**src/hw/rtl/hse_pkg.sv**
```systemverilog
// Shared types and constants for the Huffman symbol encoder.
package hse_pkg;

   // Fixed field widths
   localparam int KIND_W    = 2;
   localparam int SYM_W     = 8;
   localparam int CODE_IN_W = 32;
   localparam int LEN_W     = 6;
   localparam int BYTE_W    = 8;
   localparam int STATUS_W  = 2;
   localparam int TOTAL_W   = 32;
   localparam int PEND_W    = 7;
   localparam int CNT_W     = 3;
   localparam int REQ_DATA_W = 48;
   localparam int RSP_DATA_W = 40;

   // Item kinds
   localparam logic [KIND_W-1:0] KIND_LOAD   = 2'd0;
   localparam logic [KIND_W-1:0] KIND_ENCODE = 2'd1;
   localparam logic [KIND_W-1:0] KIND_FLUSH  = 2'd2;

   // Result status codes
   localparam logic [STATUS_W-1:0] STATUS_DATA    = 2'd0;
   localparam logic [STATUS_W-1:0] STATUS_UNKNOWN = 2'd1;
   localparam logic [STATUS_W-1:0] STATUS_FINAL   = 2'd2;
   localparam logic [STATUS_W-1:0] STATUS_EMPTY   = 2'd3;

   // Controller to datapath commands
   typedef struct packed {
      logic load_write;  // write table entry from the request beat
      logic lookup;      // read table entry for the request beat
      logic build;       // append looked-up code to the buffer
      logic emit;        // send one data byte
      logic unknown;     // send the unknown-symbol result
      logic flush;       // send the final byte and clear the buffer
   } hse_cmd_type;

   // Datapath to controller status
   typedef struct packed {
      logic hit;         // looked-up entry is valid and in range
      logic has_byte;    // build yields at least one full byte
      logic last_byte;   // byte being emitted is the last one
      logic out_free;    // output register can take a result
   } hse_stat_type;

endpackage

```
**src/hw/rtl/hse_ctrl.sv**
```systemverilog
// Controller state machine for the Huffman symbol encoder.
module hse_ctrl (
   input  logic                      clock,
   input  logic                      reset,
   input  logic                      req_tvalid,
   input  logic [hse_pkg::KIND_W-1:0] req_kind,
   output logic                      req_tready,
   input  hse_pkg::hse_stat_type     stat,
   output hse_pkg::hse_cmd_type      cmd
);
   import hse_pkg::*;

   localparam logic [2:0] ST_IDLE    = 3'd0;
   localparam logic [2:0] ST_LOOKUP  = 3'd1;
   localparam logic [2:0] ST_EMIT    = 3'd2;
   localparam logic [2:0] ST_UNKNOWN = 3'd3;
   localparam logic [2:0] ST_FLUSH   = 3'd4;

   logic [2:0] state_ff;
   logic [2:0] state_in;
   logic       accept;

   assign req_tready = (state_ff == ST_IDLE);
   assign accept     = req_tvalid && req_tready;

   // Next state and commands
   always_comb begin
      state_in = state_ff;
      cmd      = '0;
      case (state_ff)
         ST_IDLE: begin
            if (accept) begin
               case (req_kind)
                  KIND_LOAD: begin
                     cmd.load_write = 1'b1;
                  end
                  KIND_ENCODE: begin
                     cmd.lookup = 1'b1;
                     state_in   = ST_LOOKUP;
                  end
                  KIND_FLUSH: begin
                     state_in = ST_FLUSH;
                  end
                  default: begin
                     state_in = ST_IDLE;
                  end
               endcase
            end
         end
         ST_LOOKUP: begin
            if (stat.hit) begin
               cmd.build = 1'b1;
               state_in  = stat.has_byte ? ST_EMIT : ST_IDLE;
            end else begin
               state_in = ST_UNKNOWN;
            end
         end
         ST_EMIT: begin
            if (stat.out_free) begin
               cmd.emit = 1'b1;
               if (stat.last_byte) begin
                  state_in = ST_IDLE;
               end
            end
         end
         ST_UNKNOWN: begin
            if (stat.out_free) begin
               cmd.unknown = 1'b1;
               state_in    = ST_IDLE;
            end
         end
         ST_FLUSH: begin
            if (stat.out_free) begin
               cmd.flush = 1'b1;
               state_in  = ST_IDLE;
            end
         end
         default: begin
            state_in = ST_IDLE;
         end
      endcase
   end

   // State register
   always_ff @(posedge clock) begin
      if (reset) begin
         state_ff <= ST_IDLE;
      end else begin
         state_ff <= state_in;
      end
   end

   // At most one datapath action per cycle
   a_cmd_onehot: assert property (@(posedge clock) disable iff (reset)
      $onehot0({cmd.load_write, cmd.lookup, cmd.build, cmd.emit, cmd.unknown, cmd.flush}))
      else $error("hse_ctrl: more than one command in a cycle");

   // A table read is always followed by the lookup step
   a_lookup_next: assert property (@(posedge clock) disable iff (reset)
      cmd.lookup |=> (state_ff == ST_LOOKUP))
      else $error("hse_ctrl: lookup not followed by lookup state");

   // Results are only produced while the output register can take them
   a_out_free: assert property (@(posedge clock) disable iff (reset)
      (cmd.emit || cmd.unknown || cmd.flush) |-> stat.out_free)
      else $error("hse_ctrl: result produced while output register is busy");

endmodule

```
**config.mk**
```make
export PLATFORM = sky130hd
export DESIGN_NAME = hse_ctrl
export DESIGN_NICKNAME = d
export VERILOG_FILES = /design/src/hw/rtl/hse_pkg.sv /design/src/hw/rtl/hse_ctrl.sv
export SDC_FILE = /design/constraint.sdc
export NUM_CORES = 1
export LEC_CHECK = 0
export BUFFER_PORTS_ARGS = -buffer_cell sky130_fd_sc_hd__buf_4
export CORE_AREA = 3 3 40 42
export DETAILED_ROUTE_END_ITERATION = 16
export DIE_AREA = 0 0 43 45
export GPL_TIMING_DRIVEN = 0
export PLACE_DENSITY = 0.53
export SETUP_SLACK_MARGIN = 0.4
export SYNTH_ARGS = -nofsm -noshare
export SYNTH_HDL_FRONTEND = slang
export SYNTH_SLANG_ARGS = --single-unit
```
**constraint.sdc**
```tcl
create_clock -name clock -period 2.1 [get_ports clock]
set_input_delay 0.315 -clock clock [delete_from_list [all_inputs] [get_ports clock]]
set_output_delay 0.315 -clock clock [all_outputs]
set_load 0.03 [all_outputs]
```
Yosys cells after proc, flatten, opt, wreduce, memory -nomap -nowiden
Cells that the tools add are included.
{ "word_totals": {"output_inout_bits": 7, "regBits": 3, "wordCells": 35, "inputBits": 9} }
{ "op_classes": {"reduce_logical": 5, "n_eq_ne": 11, "muxes": 18} }
{ "op_table": {"columns": ["op", "count"], "rows": [
  ["two-way mux 3 bit", 4],
  ["case mux 3 bit (4 select lines)", 1],
  ["case mux 3 bit (3 select lines)", 1],
  ["two-way mux 1 bit", 8],
  ["two-way mux 2 bit", 4],
  ["equality test 3 x 2 -> 1 bit (second input constant)", 2],
  ["!= test 2 bit (second input constant)", 3],
  ["AND reduction 5 bit", 1],
  ["!= test 2 x 1 -> 1 bit (second input constant)", 2],
  ["equality test 3 x 1 -> 1 bit (second input constant)", 1],
  ["equality test 3 bit (second input constant)", 1],
  ["zero test 3 bit", 1],
  ["equality test 2 x 1 -> 1 bit (second input constant)", 1],
  ["equality test 2 bit (second input constant)", 1],
  ["zero test 2 bit", 1],
  ["OR reduction 2 bit", 1],
  ["logical AND 1 bit", 1]
]} }

Depth between registers and ports, before layout
Gate-level depths: netlist of the first run.
{ "logic_depth": {"ltp_word": 4, "ltp_mapped": 5, "ltp_nobuf": 4} }

Worst setup path before layout of the first run
No wires, ideal clock.
{ "synth_path": {"path_type": "register to output", "from": "register state_ff[1]", "to": "output cmd[5] (netlist bit)", "path_stages_with_launch": 4, "path_slack_ns": -0.246, "required_time_ns": 1.785, "path_buffers": 1, "arrival_ns": 2.031, "cell_sequence": "dfxtp_1 > buf_2 > nor3_2 > nor4bb_1"} }
{ "synth_lines": {"columns": ["element", "line_no", "rtl"], "rows": [
  ["from (decl)", "hse_ctrl.sv:19", "logic [2:0] state_ff;"],
  ["from (signal assigned)", "hse_ctrl.sv:89", "state_ff <= state_in;"],
  ["to (decl)", "hse_ctrl.sv:9", "output hse_pkg::hse_cmd_type cmd"]
]} }

==> results.json, run 1 <==
{
  "avgSynthCellArea_um2": 8.722,
  "routed-via-count": 321,
  "antenna_found_initial": 0,
  "drt-total-wl_um": 726,
  "routed_via_density": 4.521,
  "min_path_cells": 3,
  "die_w_um": 43,
  "n_antenna_cell": 0,
  "finClkSkew_ps": 2.201,
  "post_dp_cell_area_um2": 449.2,
  "max-cap-violations": 0,
  "path_depth": 4,
  "m1WireLength_um": 335,
  "cts_buffers": 3,
  "crit_chain": "buf_4, nor3_4, nor4bb_4, buf_6",
  "yosys.area.top_type_share_pct": 20.25,
  "wl_met3_um": 52,
  "yosysWarnings": 0,
  "initial_core_util_pct": 23.08,
  "final_common_cell": "buf_4",
  "largest_registers": "state_ff x3",
  "p_leak_nw": 0.2339,
  "ys_types": 24,
  "slew_violations": 0,
  "wl_met2_um": 338,
  "period_share_pct": 78.15,
  "path_max_fanout": 9,
  "h-tree-depth": 1,
  "synthCells": 34,
  "grt_max_degree": 10,
  "fmax_mhz": 609.4,
  "ir_drop_mv": 0.2424,
  "num_io_pins": 16,
  "dr.pass1.iters": 4,
  "cts-root-buf": "clkbuf_4",
  "ys_seq_area_share_pct": 20.25,
  "clkLatencyLatePin_ps": 230,
  "drc": 0,
  "power.density_nw_per_um2": 595.2,
  "overflow": 0,
  "critPathCaptureType": "output port",
  "dp_cells": 64,
  "path_class": "reg -> out",
  "drive_gt1_share_pct": 53.57,
  "grt_usage_pct": 7.488,
  "final_antenna_net_count": 0,
  "cts_tree": "built",
  "r2r_cells": 6,
  "layout_common_cells": "18 x buf_4, 4 x nand2_1, 3 x nor3_1, 3 x clkbuf_4, 3 x dfxtp_1",
  "cpMaxStageDelayCell": "dfxtp_1",
  "arrival_ps": 1330,
  "dp_hpwl_um": 537.7,
  "drtIter0Drc": 6,
  "die_area_um2": 1935,
  "grt_pass1_vias": 284,
  "clk_pin_slew_ps": 30,
  "cts.sinks": 3,
  "die_height_um": 45,
  "min_path_type": "in -> reg",
  "relSlewSlack_pct": 79.83,
  "setup_violations": 0,
  "worst-path-buf-inv": 2,
  "status": "complete, no violations",
  "path_delay_family": "simple AND/OR/NAND/NOR gates",
  "core-area_um2": 1285,
  "netlist_area_um2": 296.5,
  "design_area_um2": 504.2,
  "rsz0062_at_grt": "false",
  "synth_nets": 43,
  "clock_path_buffers": 2,
  "nets": 66,
  "cp-start-kind": "flip-flop",
  "highest_layer": "met3",
  "synth_largest_area_cell": "dfxtp_1",
  "tightest_slew_ps": 302.1,
  "grt_pass1_wl_um": 1124,
  "largest_register_ffs": 3,
  "hold_viol": 0,
  "period_needed_ps": 1641,
  "area_growth_pct": 70.04,
  "gp_congestion": 0.7176,
  "yosys-top-cells-area": "dfxtp_1 20%, mux2i_1 6.8%, o21ai_4 5.5%",
  "cp.required_ps": 1780,
  "slowest_delay_ps": 290,
  "portBuffers": 15,
  "synth_seq_cells": 3,
  "placementRows": 13,
  "setup_tns_ps": 0,
  "wl_per_cell_um": 10.23,
  "final_cells": 71,
  "regMostFlops": "state_ff"
}
==> Yosys cell counts <==
master    count
a211oi_1      1
a21oi_1       1
a22oi_2       1
a32o_2        1
and4b_1       1
buf_2         1
buf_6         1
dfxtp_1       3
inv_1         1
mux2_4        1
mux2i_1       2
nand2_1       4
nand2b_1      2
nand2b_4      1
nand4b_1      1
nor2_1        2
nor2b_1       1
nor3_1        3
nor3_2        1
nor3b_1       1
nor4bb_1      1
o21ai_0       1
o21ai_4       1
or4_1         1
==> layout make-up <==
class	count	area [um^2]
fill	136	780.7
multi-input combinational	28	237.7
timing repair buffer	18	138.9
sequential	3	60.06
clock buffer	4	26.28
buffer	2	18.77
tap	15	18.77
inverter	1	3.754
==> where the power goes <==
part	leakage, nW	total, mW	internal [mW]	switching [mW]
registers	0.0244	0.0663	0.0618	0.00450
clock network	0.0150	0.0967	0.0709	0.0258
logic	0.195	0.137	0.0723	0.0648
total	0.234	0.300	0.205	0.0951
==> metrics by stage <==
| step | power [mW] | util (%) | setup WS (ps) | hold WS, ps |
|---|---|---|---|---|
| floorplan | 0.1491 | - | 413.5 | 490.8 |
| global route | 0.3157 | 39.24 | 403.8 | 415.7 |
| detailed placement | 0.1866 | 34.96 | 620.0 | 583.0 |
| global placement | 0.1872 | 34.96 | 612.5 | 585.1 |
| CTS | 0.2916 | 37.59 | 445.6 | 372.6 |
| finish | 0.3001 | 39.24 | 458.9 | 379.4 |
==> final timing paths <==
check	from	slack, ps	endpoint
worst min-delay path	reset	380	state_ff[0]
worst min register to register	state_ff[2]	590	state_ff[2]
worst max-delay path	state_ff[1]	460	cmd[5]
worst max register to register	state_ff[2]	600	state_ff[1]
==> worst register-to-register path, stage by stage (launching register included) <==
cell and delay [ps]:
dfxtp_1 480, nor3_4 80, buf_4 140, buf_4 130, a22oi_2 200, o21ai_4 100, a32o_2 270
==> layer usage <==
metal | global-route usage (%) | vias up
met2 | 10.78 | 11
met1 | 10.82 | 140
li1 | - | 170
met5 | 0 | -
met3 | 0 | 0
met4 | 5.422 | 0
==> logic make-up (layout without fill, tap and decap cells) <==
logic type	count (synthesis)	after routing	share of synthesized area, %
and+or+nand+nor	19	19	41.77
DFF	3	3	20.25
AOI/OAI and AO/OA	6	6	19.41
muxes	3	3	11.81
buffers and inverters	3	25	6.748
==> what timing repair did <==
item / 4_1_cts / 5_1_grt
hold buffers: 0 / 0
pin swaps: 1 / 1
setup endpoints to repair: 1 / 1
gates resized for setup: 0 / 3
setup buffers: 1 / 2
(Power assumes the default switching activity.)
==> run 2: changes to the inputs <==
Settings changed: PLACE_DENSITY 0.53 to 0.54.
Clock period 2.1 ns to 1.4 ns, I/O delays scaled along.
==> run 2 against run 1 <==
Net effect: the run now ends with setup timing left; via count is 12% higher; power is 66% higher; hold slack worse by 120 ps; critical path depth stayed put; first-iteration DRC count is 33% lower; design area is 24% higher; setup slack worse by 530 ps; sequential power is 49% higher; count of clock-buffer cells in the layout stayed put.
==> results.json, run 2 (synthesis results as in run 1) <==
{
  "final_antenna_net_count": 0,
  "cp-start-kind": "flip-flop",
  "gp_congestion": 0.6565,
  "drt-total-wl_um": 875,
  "drtIter0Drc": 4,
  "path_max_fanout": 6,
  "period_share_pct": 105.0,
  "max-cap-violations": 0,
  "area_growth_pct": 111.4,
  "design_area_um2": 626.9,
  "core-area_um2": 1285,
  "status": "finished with violations",
  "wl_per_cell_um": 11.08,
  "num_io_pins": 16,
  "crit_top_cell": "buf_6",
  "cpMaxStageDelayCell": "dfxtp_1",
  "clkLatencyLatePin_ps": 230,
  "cp.required_ps": 1190,
  "violations": "setup timing",
  "setup_slack_ps": -70.14,
  "portBuffers": 15,
  "clk_pin_slew_ps": 40,
  "routed_via_density": 4.557,
  "grt_pass1_wl_um": 1317,
  "overflow": 0,
  "final_common_cell": "buf_4",
  "grt_max_degree": 10,
  "die_w_um": 43,
  "slowest_delay_ps": 300,
  "setup_violations": 6,
  "largest_registers": "state_ff x3",
  "post_dp_cell_area_um2": 475.5,
  "slew_violations": 0,
  "finClkSkew_ps": 1.909,
  "cts_buffers": 3,
  "dr.pass1.iters": 4,
  "grt_usage_pct": 9.151,
  "regMostFlops": "state_ff",
  "nets": 74,
  "period_needed_ps": 1470,
  "ir_drop_mv": 0.2792,
  "layout_common_cells": "19 x buf_4, 9 x buf_6, 3 x nand2_1, 3 x clkbuf_4",
  "n_antenna_cell": 0,
  "relSlewSlack_pct": 83.57,
  "cts.sinks": 3,
  "power.density_nw_per_um2": 795.6,
  "dp_cells": 64,
  "final_cells": 79,
  "placementRows": 13,
  "rsz0062_at_grt": "true",
  "fmax_mhz": 680.2,
  "power_mw": 0.4987,
  "largest_register_ffs": 3,
  "p_leak_nw": 0.2953,
  "critPathCaptureType": "output port",
  "hold_viol": 0,
  "die_height_um": 45,
  "postCtsHoldBufs": 0,
  "crit_chain": "buf_6, nor3_4, nor4bb_4, buf_6",
  "cts_tree": "built",
  "hold_slack_ps": 263.7,
  "grt_pass1_vias": 345,
  "preCtsSetupSlack_ps": 49.47,
  "drive_gt1_share_pct": 68.75,
  "antenna_found_initial": 0,
  "drc": 0,
  "initial_core_util_pct": 23.08,
  "utilization_pct": 48.78,
  "arrival_ps": 1260,
  "cts-root-buf": "clkbuf_4",
  "die_area_um2": 1935,
  "dp_hpwl_um": 559.5,
  "path_class": "reg -> out",
  "min_path_type": "in -> reg",
  "clock_path_buffers": 2,
  "tightest_slew_ps": 244.9,
  "routed-via-count": 360,
  "h-tree-depth": 1,
  "setup_tns_ps": -215.9
}
## run 2: final timing paths
check               from          end  slack [ps]  depth (start not counted)
max          state_ff[1]       cmd[5]         -70                          4
min                reset  state_ff[0]         260                          3
max reg2reg  state_ff[1]  state_ff[0]         -30                          6
min reg2reg  state_ff[2]  state_ff[2]         650                          3
## run 2: worst max-delay path, delay by kind of cell (launching register included)
kind | cells | cell delay (ps)
AND/OR/NAND/NOR | 2 | 430
buffers and inverters | 2 | 300
flip-flops | 1 | 300
## run 2: timing repair
action | CTS | global route
pin swaps | 3 | 3
endpoints found under the setup margin | 10 | 10
resized for setup | 7 | 5
endpoints found under the hold margin | 0 | 0
setup buffers | 4 | 7
## run 2: routing by layer
layer  up-vias  routed length [um]  global-route usage, %
met3         2                  23                      0
met1       160                 394                  11.30
met2        13                 454                  14.37
met4         0                   4                  9.036
met5         -                   0                      0
li1        185                   -                      -
## run 2: power breakdown
| group | total, mW | switching [mW] | internal (mW) |
|---|---|---|---|
| Clock | 0.152 | 0.0455 | 0.107 |
| Sequential | 0.0990 | 0.00649 | 0.0925 |
| Combinational | 0.247 | 0.112 | 0.136 |
## run 2: cell type report
| cell class | instances | area, um^2 |
|---|---|---|
| Timing Repair Buffer | 26 | 221.5 |
| Sequential cell | 3 | 63.81 |
| Multi-Input combinational cell | 28 | 270.3 |
| Clock buffer | 4 | 26.28 |
| Buffer | 2 | 22.52 |
| Fill cell | 119 | 658.1 |
| Inverter | 1 | 3.754 |
| Tap cell | 15 | 18.77 |
